--- config.mk ---
export PLATFORM = sky130hd
export DESIGN_NAME = prl_cell
export DESIGN_NICKNAME = d
export VERILOG_FILES = /design/src/prl_pkg.sv /design/src/prl_cell.sv
export SDC_FILE = /design/constraint.sdc
export NUM_CORES = 1
export LEC_CHECK = 0
export BUFFER_PORTS_ARGS = -buffer_cell sky130_fd_sc_hd__buf_4
export CAP_MARGIN = 20
export CORE_AREA = 5 5 443 445
export DETAILED_ROUTE_END_ITERATION = 7
export DIE_AREA = 0 0 448 450
export SLEW_MARGIN = 10
export SYNTH_ARGS = -nofsm -noshare
export SYNTH_HDL_FRONTEND = slang
export SYNTH_SLANG_ARGS = --single-unit
export TNS_END_PERCENT = 1
--- constraint.sdc ---
create_clock -name clk_i -period 18.3 [get_ports clk_i]
set_input_delay 2.745 -clock clk_i [delete_from_list [all_inputs] [get_ports clk_i]]
set_output_delay 2.745 -clock clk_i [all_outputs]
set_load 0.02 [all_outputs]
--- src/prl_pkg.sv ---
// Shared types and codes for the positional record list.
`default_nettype none

package prl_pkg;

  // One stored record, first field in the highest bits.
  typedef struct packed {
    logic [15:0] id_high;
    logic [63:0] id_low;
    logic [63:0] title_first;
    logic [63:0] title_second;
    logic [31:0] title_third;
    logic [31:0] price;
  } record_t;

  // Per-item control that every cell sees in the accept cycle.
  typedef struct packed {
    logic       en;   // an item is accepted this cycle
    logic       ins;  // valid insert: open a slot at pos
    logic       del;  // valid delete: close the slot at pos
    logic [7:0] pos;  // one-based position of the item
  } cell_ctl_t;

  // Operation codes.
  localparam logic [2:0] OP_GET    = 3'd0;
  localparam logic [2:0] OP_LOCATE = 3'd1;
  localparam logic [2:0] OP_INSERT = 3'd2;
  localparam logic [2:0] OP_DELETE = 3'd3;
  localparam logic [2:0] OP_CLEAR  = 3'd4;

  // Result status codes.
  localparam logic [1:0] ST_OK       = 2'd0;
  localparam logic [1:0] ST_FULL     = 2'd1;
  localparam logic [1:0] ST_BADPOS   = 2'd2;
  localparam logic [1:0] ST_NOTFOUND = 2'd3;

endpackage

`default_nettype wire

--- src/prl_cell.sv ---
// One list cell: holds a record, shifts with its neighbors and flags a match.
`default_nettype none

module prl_cell #(
  parameter int unsigned IDX = 0,
  parameter int unsigned PW  = 8
) (
  input  wire                   clk_i,
  input  wire prl_pkg::cell_ctl_t ctl_i,
  input  wire prl_pkg::record_t new_i,
  input  wire prl_pkg::record_t left_i,
  input  wire prl_pkg::record_t right_i,
  input  wire  [31:0]           price_i,
  input  wire  [PW-1:0]         count_i,
  output prl_pkg::record_t      rec_o,
  output logic                  match_o,
  output logic                  sel_o
);

  // One-based position of this cell.
  localparam logic [PW-1:0] MY_POS = PW'(IDX + 1);

  prl_pkg::record_t rec_q, rec_d;
  logic             match_q, match_d;
  logic             sel_q, sel_d;
  logic [PW-1:0]    pos_ext;

  assign pos_ext = PW'(ctl_i.pos);

  // Shift toward higher positions on insert, toward lower ones on delete.
  always_comb begin
    rec_d   = rec_q;
    match_d = match_q;
    sel_d   = sel_q;
    if (ctl_i.en) begin
      match_d = (rec_q.price == price_i) && (MY_POS <= count_i);
      sel_d   = (MY_POS == pos_ext);
      if (ctl_i.ins) begin
        if (MY_POS > pos_ext) begin
          rec_d = left_i;
        end else if (MY_POS == pos_ext) begin
          rec_d = new_i;
        end
      end else if (ctl_i.del) begin
        if (MY_POS >= pos_ext) begin
          rec_d = right_i;
        end
      end
    end
  end

  // Record contents are undefined until written, so no reset.
  always_ff @(posedge clk_i) begin
    rec_q   <= rec_d;
    match_q <= match_d;
    sel_q   <= sel_d;
  end

  assign rec_o   = rec_q;
  assign match_o = match_q;
  assign sel_o   = sel_q;

endmodule

`default_nettype wire

==> insert_results.sql, run 1 <==
INSERT INTO impl_metrics (metric_group, metric, value, unit) VALUES
('cells_and_area', 'drive_above_1_share', '0.521', ''),
('timing', 'timing.final.setup_violations', '0', ''),
('worst_setup_path', 'rr_startpoint', 'rec_o[19]', ''),
('cts', 'clockBufferDepth', '3', ''),
('cts', 'cts_tree', 'built', ''),
('worst_setup_path', 'category_of_the_critical_setup_timing_path', 'in2reg', ''),
('timing', 'max_freq', '0.162', 'GHz'),
('logic_synthesis', 'yosysTopAreaCellShare', '0.580', ''),
('drt', 'routed_met2_length', '67500', 'um'),
('logic_synthesis', 'ys_seq_area_frac', '0.580', ''),
('drt', 'detailroute.wirelength.met3', '18800', 'um'),
('pwr', 'cellLeakagePower', '12.7', 'nW'),
('cells_and_area', 'layout_common_cells', 'sky130_fd_sc_hd__buf_4 (1,170), sky130_fd_sc_hd__edfxtp_1 (274), sky130_fd_sc_hd__nor2_1 (272), sky130_fd_sc_hd__a21oi_1 (272), sky130_fd_sc_hd__mux2i_1 (270)', ''),
('drt', 'drt-pass1-iter-count', '6', ''),
('cts', 'cts.clk_slew.worst_paths', '0.06', 'ns'),
('drt', 'antenna_violating_nets_post_route', '0', ''),
('cells_and_area', 'num-nets-final', '3224', ''),
('run', 'cap_violations', '0', ''),
('timing', 'setup_repair_after_global_routing_missed_its_margin', 'false', ''),
('logic_synthesis', 'syn-num-nets', '2101', ''),
('timing', 'hold_violations_final', '0', ''),
('timing', 'timing.max_slew.rel_slack', '0.270', ''),
('place', 'placement.cell_area', '0.0257', 'mm2'),
('floorplan', 'dieWidth', '448', 'um'),
('worst_setup_path', 'end_kind', 'flop', ''),
('drt', 'post_drt_wl_per_cell', '30.5', 'um'),
('logic_synthesis', 'synth-warning-count', '0', ''),
('timing', 'final.period_utilization', '0.337', ''),
('worst_setup_path', 'worstRegToRegCells', '5', ''),
('global_routing', 'globalRoute.totalOverflow', '0', ''),
('floorplan', 'die_area', '0.202', 'mm2'),
('logic_synthesis', 'synth-seq-cells', '274', ''),
('logic_synthesis', 'synthesis.area', '0.0142', 'mm2'),
('logic_synthesis', 'synth_cell_type_count', '18', ''),
('worst_setup_path', 'worstPathMaxFanout', '69', ''),
('floorplan', 'core_area', '0.192', 'mm2'),
('worst_hold_path', 'worst_hold_path_type', 'reg2reg', ''),
('worst_setup_path', 'critPathBufInv', '3', ''),
('worst_setup_path', 'cp_common_cell', 'sky130_fd_sc_hd__buf_4', ''),
('drt', 'wl', '150000', 'um'),
('worst_setup_path', 'regToRegSetupSlack', '15.63', 'ns'),
('logic_synthesis', 'synth_top_area_cell', 'sky130_fd_sc_hd__edfxtp_1', ''),
('worst_setup_path', 'cp_slowest_cell', 'sky130_fd_sc_hd__buf_4', ''),
('drt', 'drc', '0', ''),
('cts', 'post_cts_hold_buffer_count', '0', ''),
('logic_synthesis', 'postSynthCellCount', '1233', ''),
('cts', 'numClockSinks', '274', ''),
('run_status', 'outcome', 'finished, final reports clean', ''),
('floorplan', 'rows', '161', ''),
('drt', 'vias', '15600', ''),
('drt', 'highest-signal-layer', 'met5', ''),
('logic_synthesis', 'yosys-top-cells-area', 'sky130_fd_sc_hd__edfxtp_1 (58%), sky130_fd_sc_hd__mux2i_1 (19%), sky130_fd_sc_hd__a21oi_1 (9.6%), sky130_fd_sc_hd__nor2_1 (7.2%), sky130_fd_sc_hd__xor2_1 (1.7%)', ''),
('worst_setup_path', 'path_cells', 'buf_4, or4_1, nor4_1, o211a_4, buf_4, buf_4', ''),
('timing', 'timing.final.crit_period', '6.17', 'ns'),
('timing', 'fin_tns_setup', '0', 'ns'),
('worst_setup_path', 'start_kind', 'input port', ''),
('cells_and_area', 'count_of_fill_cells_added_during_filler_insertion', '21800', ''),
('cts', 'tritoncts.num_buffers', '42', ''),
('timing', 'fin_worst_skew', '0.00601', 'ns'),
('worst_hold_path', 'timing.hold.worst_endpoint', 'match_o', ''),
('cts', 'htreeDepth', '2', ''),
('cts', 'root_buffer', 'sky130_fd_sc_hd__clkbuf_16', ''),
('global_routing', 'pin_count_of_the_biggest_net_entering_global_routing', '106', ''),
('pwr', 'worst_case_vdd_ir_drop', '0.0539', 'mV'),
('worst_setup_path', 'crit_path_max_incr_delay', '0.87', 'ns'),
('cts', 'post_cts_resize_count', '0', ''),
('cts', 'post-cts-setup-buffers', '0', ''),
('worst_hold_path', 'worstHoldStart', 'rec_o[6]', ''),
('worst_setup_path', 'worst_ep_required_time', '18.51', 'ns'),
('timing', 'max_slew_vio_count', '0', ''),
('drt', 'detail_route.vias_per_cell', '3.15', '');
## worst min-delay path, stage by stage, from the launching register on
cell and delay (ns):
sky130_fd_sc_hd__edfxtp_1 0.37, sky130_fd_sc_hd__xnor2_1 0.07, sky130_fd_sc_hd__nand4_1 0.09, sky130_fd_sc_hd__a2111oi_1 0.05, sky130_fd_sc_hd__buf_4 0.17
## flip-flops by register name, summed over array words and instances, names as in the netlist
| register | cells |
|---|---|
| rec_o | 272 |
| match_o | 1 |
| sel_o | 1 |
## report_power, final
| group | switching [mW] | internal [mW] | total (mW) |
|---|---|---|---|
| logic | 0.134 | 0.157 | 0.291 |
| clock network | 0.344 | 0.517 | 0.861 |
| registers | 0.00103 | 0.698 | 0.699 |
## stage by stage
stage / setup WS, ns / std cells / total power, mW / util / hold slack [ns]
CTS: 12.10 / 4914 / 1.89 / 0.142 / 0.929
detailed placement: 11.44 / 4838 / 1.01 / 0.134 / 0.923
global route: 11.93 / 4920 / 1.92 / 0.142 / 0.979
floorplan: 8.80 / 1233 / 0.787 / - / 0.807
global placement: 11.47 / 4836 / 1.00 / 0.134 / 0.920
finish: 12.13 / 4933 / 1.85 / 0.142 / 0.934
## layout make-up
cell class | count | area [um2] | share of cell area
antenna | 19 | 47.5 | 0.00175
sequential | 274 | 8230 | 0.303
multi-input combinational | 867 | 5540 | 0.204
timing repair buffer | 1171 | 8800 | 0.324
clock inverter | 29 | 328 | 0.0121
tap | 2526 | 3160 | 0.116
clock buffer | 47 | 1090 | 0.0401
## metal layers
| layer | GRT usage | vias up |
|---|---|---|
| met5 | 0 | - |
| li1 | - | 6824 |
| met4 | 0.0274 | 24 |
| met2 | 0.224 | 964 |
| met3 | 0.0673 | 182 |
| met1 | 0.173 | 7565 |
## cell usage after synthesis
master and instances:
sky130_fd_sc_hd__a21oi_1 272, sky130_fd_sc_hd__mux2i_1 272, sky130_fd_sc_hd__nand3_1 1, sky130_fd_sc_hd__o211a_1 1, sky130_fd_sc_hd__nand4_1 2, sky130_fd_sc_hd__xor2_1 28
sky130_fd_sc_hd__buf_2 19, sky130_fd_sc_hd__nor4_1 11, sky130_fd_sc_hd__xnor2_1 4, sky130_fd_sc_hd__clkbuf_1 63, sky130_fd_sc_hd__buf_4 1, sky130_fd_sc_hd__nor2_1 272
sky130_fd_sc_hd__a2111oi_0 1, sky130_fd_sc_hd__nand2b_1 1, sky130_fd_sc_hd__and2_1 1, sky130_fd_sc_hd__buf_6 9, sky130_fd_sc_hd__edfxtp_1 274, sky130_fd_sc_hd__or4_1 1
## worst max path at each step
stage,start,end,cells after the start
2_1_floorplan,ctl_i[2],rec_o[0],3
3_3_place_gp,ctl_i[2],rec_o[265],6
3_5_place_dp,ctl_i[2],rec_o[271],6
4_1_cts,ctl_i[2],rec_o[8],6
5_1_grt,ctl_i[2],rec_o[8],6
6_report,ctl_i[2],rec_o[12],6
## cell families (layout without fill, tap and decap cells)
| kind of cell | count (synthesis) | in the layout | synth area share |
|---|---|---|---|
| flip-flops | 274 | 274 | 0.580 |
| buffers and inverters | 92 | 1247 | 0.0311 |
| other | 0 | 19 | 0 |
| AND/OR/NAND/NOR | 289 | 289 | 0.0795 |
| AO/OA/AOI/OAI | 274 | 274 | 0.0973 |
| XOR/XNOR | 32 | 32 | 0.0198 |
| multiplexers | 272 | 272 | 0.192 |
No activity file was read; power rests on OpenSTA's default activity.
==> inputs of run 2 (changes only) <==
Clock period 18.3 ns to 6.06 ns, I/O delays scaled along.
==> run 2 against run 1 <==
Compared with the run above:
- critical path depth did not move
- first-iteration DRC count fell by 7.1%
- sequential share of layout area barely moved
- count of clock-buffer cells in the layout rose by 8
- worst hold slack got worse by 0.42 ns
- global-route usage rose by 0.87 points
- clock skew fell by 0.00099 ns
- critical endpoint is now rec_o[205]
- largest power group unchanged
==> insert_results.sql, run 2 (synthesized netlist as in run 1, its figures left out) <==
INSERT INTO impl_metrics (metric_group, metric, value, unit) VALUES
('cts', 'post-cts-setup-buffers', '0', ''),
('worst_setup_path', 'worst_ep_arrival_time', '3.82', 'ns'),
('cells_and_area', 'largest_register_ffs', '272', ''),
('floorplan', 'dieWidth', '448', 'um'),
('worst_hold_path', 'worst_hold_path_type', 'in2reg', ''),
('floorplan', 'boundaryPins', '1142', ''),
('pwr', 'power_report.internal_total', '4.00', 'mW'),
('place', 'gp_congestion', '1.08', ''),
('drt', 'vias', '16100', ''),
('worst_setup_path', 'worst_ep_required_time', '6.36', 'ns'),
('cells_and_area', 'final-seq-area', '0.00823', 'mm2'),
('pwr', 'p_per_area', '202', 'mW/mm2'),
('global_routing', 'grt_first_pass_wirelength', '191000', 'um'),
('timing', 'max_freq', '0.284', 'GHz'),
('worst_setup_path', 'start_kind', 'input port', ''),
('cells_and_area', 'layout.cells.most_common', 'sky130_fd_sc_hd__buf_4', ''),
('global_routing', 'global_route.usage.total', '0.149', ''),
('cts', 'tritoncts.num_buffers', '44', ''),
('global_routing', 'grt_pass1_vias', '15700', ''),
('timing', 'timing.final.setup_violations', '0', ''),
('cts', 'htreeDepth', '2', ''),
('cts', 'worst_skew_pair.late_latency', '0.63', 'ns'),
('floorplan', 'core_area', '0.192', 'mm2'),
('floorplan', 'die_area', '0.202', 'mm2'),
('timing', 'timing.max_slew.rel_slack', '0.0493', ''),
('worst_setup_path', 'category_of_the_critical_setup_timing_path', 'in2reg', ''),
('cells_and_area', 'multi_input_area', '0.00555', 'mm2'),
('cells_and_area', 'count_of_fill_cells_added_during_filler_insertion', '21800', ''),
('drt', 'drc', '0', ''),
('timing', 'final.period_utilization', '0.581', ''),
('timing', 'fin_worst_skew', '0.00502', 'ns'),
('cts', 'post_cts_resize_count', '0', ''),
('timing', 'max_slew_vio_count', '0', ''),
('floorplan', 'initial_core_util', '0.0739', ''),
('place', 'port_buffers', '1141', ''),
('cts', 'clockBufferDepth', '3', ''),
('cells_and_area', 'num-nets-final', '3223', ''),
('pwr', 'clock_power_share', '0.459', ''),
('pwr', 'p_sw', '1.50', 'mW'),
('place', 'detailedPlacementHpwl', '139000', 'um'),
('floorplan', 'rows', '161', ''),
('pwr', 'cellLeakagePower', '12.7', 'nW'),
('worst_setup_path', 'worstPathMaxFanout', '108', ''),
('cts', 'root_buffer', 'sky130_fd_sc_hd__clkbuf_16', ''),
('place', 'dpl_worst_slack', '2.14', 'ns'),
('timing', 'hold_violations_final', '0', ''),
('cells_and_area', 'drive_above_1_share', '0.517', ''),
('cells_and_area', 'area_growth', '91.8', '%'),
('drt', 'post_drt_wl_per_cell', '32.1', 'um'),
('drt', 'antenna_violating_nets_post_route', '0', ''),
('global_routing', 'globalRoute.totalOverflow', '0', ''),
('cts', 'post_cts_hold_buffer_count', '0', ''),
('timing', 'timing.final.ws_setup', '2.54', 'ns'),
('timing', 'fin_tns_setup', '0', 'ns'),
('pwr', 'worst_case_vdd_ir_drop', '0.168', 'mV'),
('cells_and_area', 'layout_common_cells', 'sky130_fd_sc_hd__buf_4 (1,160), sky130_fd_sc_hd__edfxtp_1 (274), sky130_fd_sc_hd__nor2_1 (272), sky130_fd_sc_hd__a21oi_1 (272), sky130_fd_sc_hd__mux2i_1 (271)', ''),
('cts', 'numClockSinks', '274', ''),
('cts', 'cts_tree', 'built', ''),
('global_routing', 'pin_count_of_the_biggest_net_entering_global_routing', '177', ''),
('worst_setup_path', 'end_kind', 'flop', ''),
('drt', 'wl', '159000', 'um'),
('drt', 'drtIter0Drc', '1641', ''),
('timing', 'worst-slew-pin-transition', '1.43', 'ns'),
('pwr', 'power_switching_share', '0.273', ''),
('drt', 'drt-pass1-iter-count', '5', ''),
('global_routing', 'number_of_antenna_violations_at_the_first_check_in_global_routing', '130', ''),
('pwr', 'pwr-share-seq', '0.384', ''),
('floorplan', 'die_h', '450', 'um'),
('pwr', 'finalPower', '5.50', 'mW'),
('drt', 'detail_route.vias_per_cell', '3.25', ''),
('pwr', 'p_comb_frac', '0.158', ''),
('run_status', 'outcome', 'finished, final reports clean', ''),
('timing', 'setup_repair_after_global_routing_missed_its_margin', 'false', ''),
('run', 'cap_violations', '0', ''),
('cts', 'cts.clk_slew.worst_paths', '0.06', 'ns'),
('timing', 'timing.final.crit_period', '3.52', 'ns');
==> run 2: cell count changes in the layout (fill, tap and decap cells not counted), sizes merged <==
cell / change
buf: -3
bufinv: -4
clkbuf: +8
clkinv: +2
diode: +7
inv: -3
==> run 2: path summary, 6_finish.rpt <==
check	start	endpoint	slack [ns]	cells past startpoint
worst max-delay path	ctl_i[2]	rec_o[205]	2.54	6
worst min-delay path	ctl_i[10]	sel_o	0.51	1
worst max register to register	rec_o[12]	match_o	2.92	4
worst min register to register	rec_o[22]	match_o	0.90	3
==> run 2: final cells by class <==
class	instances	share of cell area
Antenna cell	26	0.00239
Clock buffer	55	0.0420
Timing Repair Buffer	1168	0.326
Clock inverter	24	0.00690
Sequential cell	274	0.303
Multi-Input combinational cell	867	0.204
Tap cell	2526	0.116
==> run 2: critical path, stage by stage <==
cell and delay, ns:
sky130_fd_sc_hd__buf_4 0.10, sky130_fd_sc_hd__or4_1 0.60, sky130_fd_sc_hd__nand2b_4 0.35, sky130_fd_sc_hd__buf_12 0.28
sky130_fd_sc_hd__mux2i_1 0.89, sky130_fd_sc_hd__a21oi_1 0.16
==> run 2: power groups by stage <==
stage	clock network (mW)	logic, mW	registers (mW)
after global placement	0	0.877	2.15
after floorplan	0	0.219	2.16
after detailed placement	0	0.879	2.15
final	2.52	0.869	2.11
after CTS	2.67	0.881	2.11
after global routing	2.71	0.931	2.11
==> run 2: stage by stage <==
step / utilization / instance area (um2) / hold WS, ns / std cells
after global placement: 0.134 / 25800 / 0.991 / 4833
final: 0.142 / 27200 / 0.510 / 4940
after detailed placement: 0.135 / 25800 / 0.859 / 4835
after global routing: 0.142 / 27100 / 0.456 / 4921
after CTS: 0.141 / 27100 / 0.420 / 4914
after floorplan: - / 14200 / 0.807 / 1233
==> run 2: routing by layer <==
layer,part of all wire,global-route usage
met1,0.37,0.167
met2,0.48,0.251
met3,0.13,0.0804
met4,0.020,0.0302
met5,0.0013,0
==> inputs of run 3 (changes only) <==
Clock period 6.06 ns to 2.91 ns, I/O delays scaled along.
==> run 3 against run 2 <==
Compared with the run above:
- non-clock buffer count grew 75
- clock power grew 110%
- global-route usage grew 0.098 points
==> insert_results.sql, run 3 (synthesized netlist as in run 1, its figures left out) <==
INSERT INTO impl_metrics (metric_group, metric, value, unit) VALUES
('run_status', 'outcome', 'finished, final reports clean', ''),
('cts', 'cts_tree', 'built', ''),
('cts', 'worst_skew_pair.late_latency', '0.65', 'ns'),
('timing', 'max_slew_vio_count', '0', ''),
('cells_and_area', 'layout_common_cells', 'sky130_fd_sc_hd__buf_4 (1,223), sky130_fd_sc_hd__edfxtp_1 (274), sky130_fd_sc_hd__nor2_1 (272), sky130_fd_sc_hd__a21oi_1 (272), sky130_fd_sc_hd__mux2i_1 (271)', ''),
('place', 'dpl_worst_slack', '-0.419', 'ns'),
('drt', 'drt-pass1-iter-count', '6', ''),
('drt', 'wl', '160000', 'um'),
('run', 'cap_violations', '0', ''),
('cts', 'numClockSinks', '274', ''),
('timing', 'worst_case_hold_slack', '0.112', 'ns'),
('worst_hold_path', 'worst_hold_path_type', 'in2reg', ''),
('timing', 'timing.max_slew.rel_slack', '0.279', ''),
('global_routing', 'grt_pass1_vias', '16100', ''),
('timing', 'final.period_utilization', '0.890', ''),
('cells_and_area', 'layout.cells.most_common', 'sky130_fd_sc_hd__buf_4', ''),
('timing', 'timing.final.crit_period', '2.59', 'ns'),
('cts', 'post-cts-setup-buffers', '0', ''),
('cells_and_area', 'num-nets-final', '3295', ''),
('worst_setup_path', 'crit_path_max_incr_delay', '0.77', 'ns'),
('worst_setup_path', 'worst_ep_required_time', '3.24', 'ns'),
('drt', 'drc', '0', ''),
('cts', 'tritoncts.num_buffers', '41', ''),
('drt', 'vias', '16100', ''),
('worst_setup_path', 'cp_common_cell', 'sky130_fd_sc_hd__buf_4', ''),
('floorplan', 'rows', '161', ''),
('drt', 'drtIter0Drc', '1325', ''),
('floorplan', 'core_area', '0.192', 'mm2'),
('worst_setup_path', 'worstPathMaxFanout', '26', ''),
('global_routing', 'grt_first_pass_wirelength', '192000', 'um'),
('timing', 'timing.final.setup_violations', '0', ''),
('timing', 'setup_repair_after_global_routing_missed_its_margin', 'false', ''),
('drt', 'detail_route.vias_per_cell', '3.21', ''),
('floorplan', 'die_h', '450', 'um'),
('cells_and_area', 'area_growth', '96.9', '%'),
('drt', 'post_drt_wl_per_cell', '31.9', 'um'),
('cts', 'htreeDepth', '2', ''),
('worst_setup_path', 'start_kind', 'input port', ''),
('cells_and_area', 'final_util', '0.146', ''),
('timing', 'max_freq', '0.386', 'GHz'),
('timing', 'worst-slew-pin-transition', '1.05', 'ns'),
('cts', 'cts.clk_slew.worst_paths', '0.06', 'ns'),
('worst_setup_path', 'cp_slowest_cell', 'sky130_fd_sc_hd__mux2i_1', ''),
('drt', 'antenna_violating_nets_post_route', '0', ''),
('worst_setup_path', 'path_cells', 'buf_4, or4_4, nand2b_4, buf_12, buf_4, mux2i_1, a21oi_1', ''),
('timing', 'fin_tns_setup', '0', 'ns'),
('place', 'port_buffers', '1141', ''),
('cells_and_area', 'largest_register_ffs', '272', ''),
('floorplan', 'dieWidth', '448', 'um'),
('global_routing', 'pin_count_of_the_biggest_net_entering_global_routing', '103', ''),
('cts', 'root_buffer', 'sky130_fd_sc_hd__clkbuf_16', ''),
('cells_and_area', 'drive_above_1_share', '0.532', ''),
('floorplan', 'boundaryPins', '1142', ''),
('pwr', 'p_per_area', '415', 'mW/mm2'),
('pwr', 'cellLeakagePower', '13.1', 'nW'),
('global_routing', 'global_route.usage.total', '0.150', ''),
('worst_setup_path', 'critical_path.top_delay_family', 'multiplexers', ''),
('global_routing', 'number_of_antenna_violations_at_the_first_check_in_global_routing', '108', ''),
('worst_setup_path', 'worst_ep_arrival_time', '2.92', 'ns'),
('place', 'dpl.cell_count', '4909', ''),
('timing', 'fin_worst_skew', '0.0105', 'ns'),
('cts', 'post_cts_resize_count', '0', ''),
('place', 'detailedPlacementHpwl', '142000', 'um'),
('timing', 'timing.final.ws_setup', '0.320', 'ns'),
('timing', 'hold_violations_final', '0', ''),
('place', 'gp_congestion', '1.05', ''),
('floorplan', 'initial_core_util', '0.0739', ''),
('cts', 'clockBufferDepth', '3', ''),
('cells_and_area', 'layoutNonFillerInstCount', '5009', ''),
('pwr', 'worst_case_vdd_ir_drop', '0.366', 'mV'),
('worst_setup_path', 'end_kind', 'flop', ''),
('global_routing', 'globalRoute.totalOverflow', '0', ''),
('worst_setup_path', 'critPathBufInv', '3', ''),
('floorplan', 'die_area', '0.202', 'mm2'),
('worst_setup_path', 'category_of_the_critical_setup_timing_path', 'in2reg', '');
## run 3: final cells by class
type / instances / area [um2]
tap: 2526 / 3160
timing repair buffer: 1243 / 9570
multi-input combinational: 867 / 5550
clock buffer: 48 / 1050
clock inverter: 27 / 297
antenna: 24 / 60.1
fill: 21800 / 164000
sequential: 274 / 8230
## run 3: worst reg2reg max path, cell delays in order (launching register included)
cell and delay, ns:
sky130_fd_sc_hd__edfxtp_1 0.55, sky130_fd_sc_hd__xor2_1 0.21, sky130_fd_sc_hd__nor4_1 0.43, sky130_fd_sc_hd__nand4_1 0.25
sky130_fd_sc_hd__a2111oi_1 0.51, sky130_fd_sc_hd__buf_4 0.24
## run 3: worst paths after layout
| kind | startpoint | end | slack (ns) | cells past startpoint |
|---|---|---|---|---|
| setup / recovery | ctl_i[1] | rec_o[125] | 0.32 | 7 |
| hold / removal | right_i[22] | rec_o[22] | 0.11 | 3 |
| setup reg to reg | rec_o[28] | match_o | 0.57 | 5 |
| hold reg to reg | rec_o[22] | match_o | 0.96 | 4 |
## run 3: what timing repair did
action,4_1_cts,5_1_grt
setup endpoints to repair,0,0
hold endpoints to repair,2,0
hold buffers,1,0
## run 3: power by group
| part | switching, mW | internal (mW) | total [mW] | leakage, nW |
|---|---|---|---|---|
| logic | 0.873 | 1.05 | 1.92 | 9.90 |
| registers | 0.00729 | 4.39 | 4.40 | 2.55 |
| clock network | 2.30 | 2.98 | 5.28 | 0.651 |
## run 3: routing by layer
layer | track usage | part of all wire
met5 | 0 | 0.0016
met4 | 0.0277 | 0.017
met3 | 0.0724 | 0.12
met2 | 0.249 | 0.47
met1 | 0.178 | 0.39
## run 3: stage by stage
step | instance area (um2) | power [mW]
2_1_floorplan | 14200 | 4.95
3_3_place_gp | 26500 | 6.43
4_1_cts | 27900 | 11.9
5_1_grt | 27900 | 12.1
3_5_place_dp | 26500 | 6.42
6_report | 27900 | 11.6
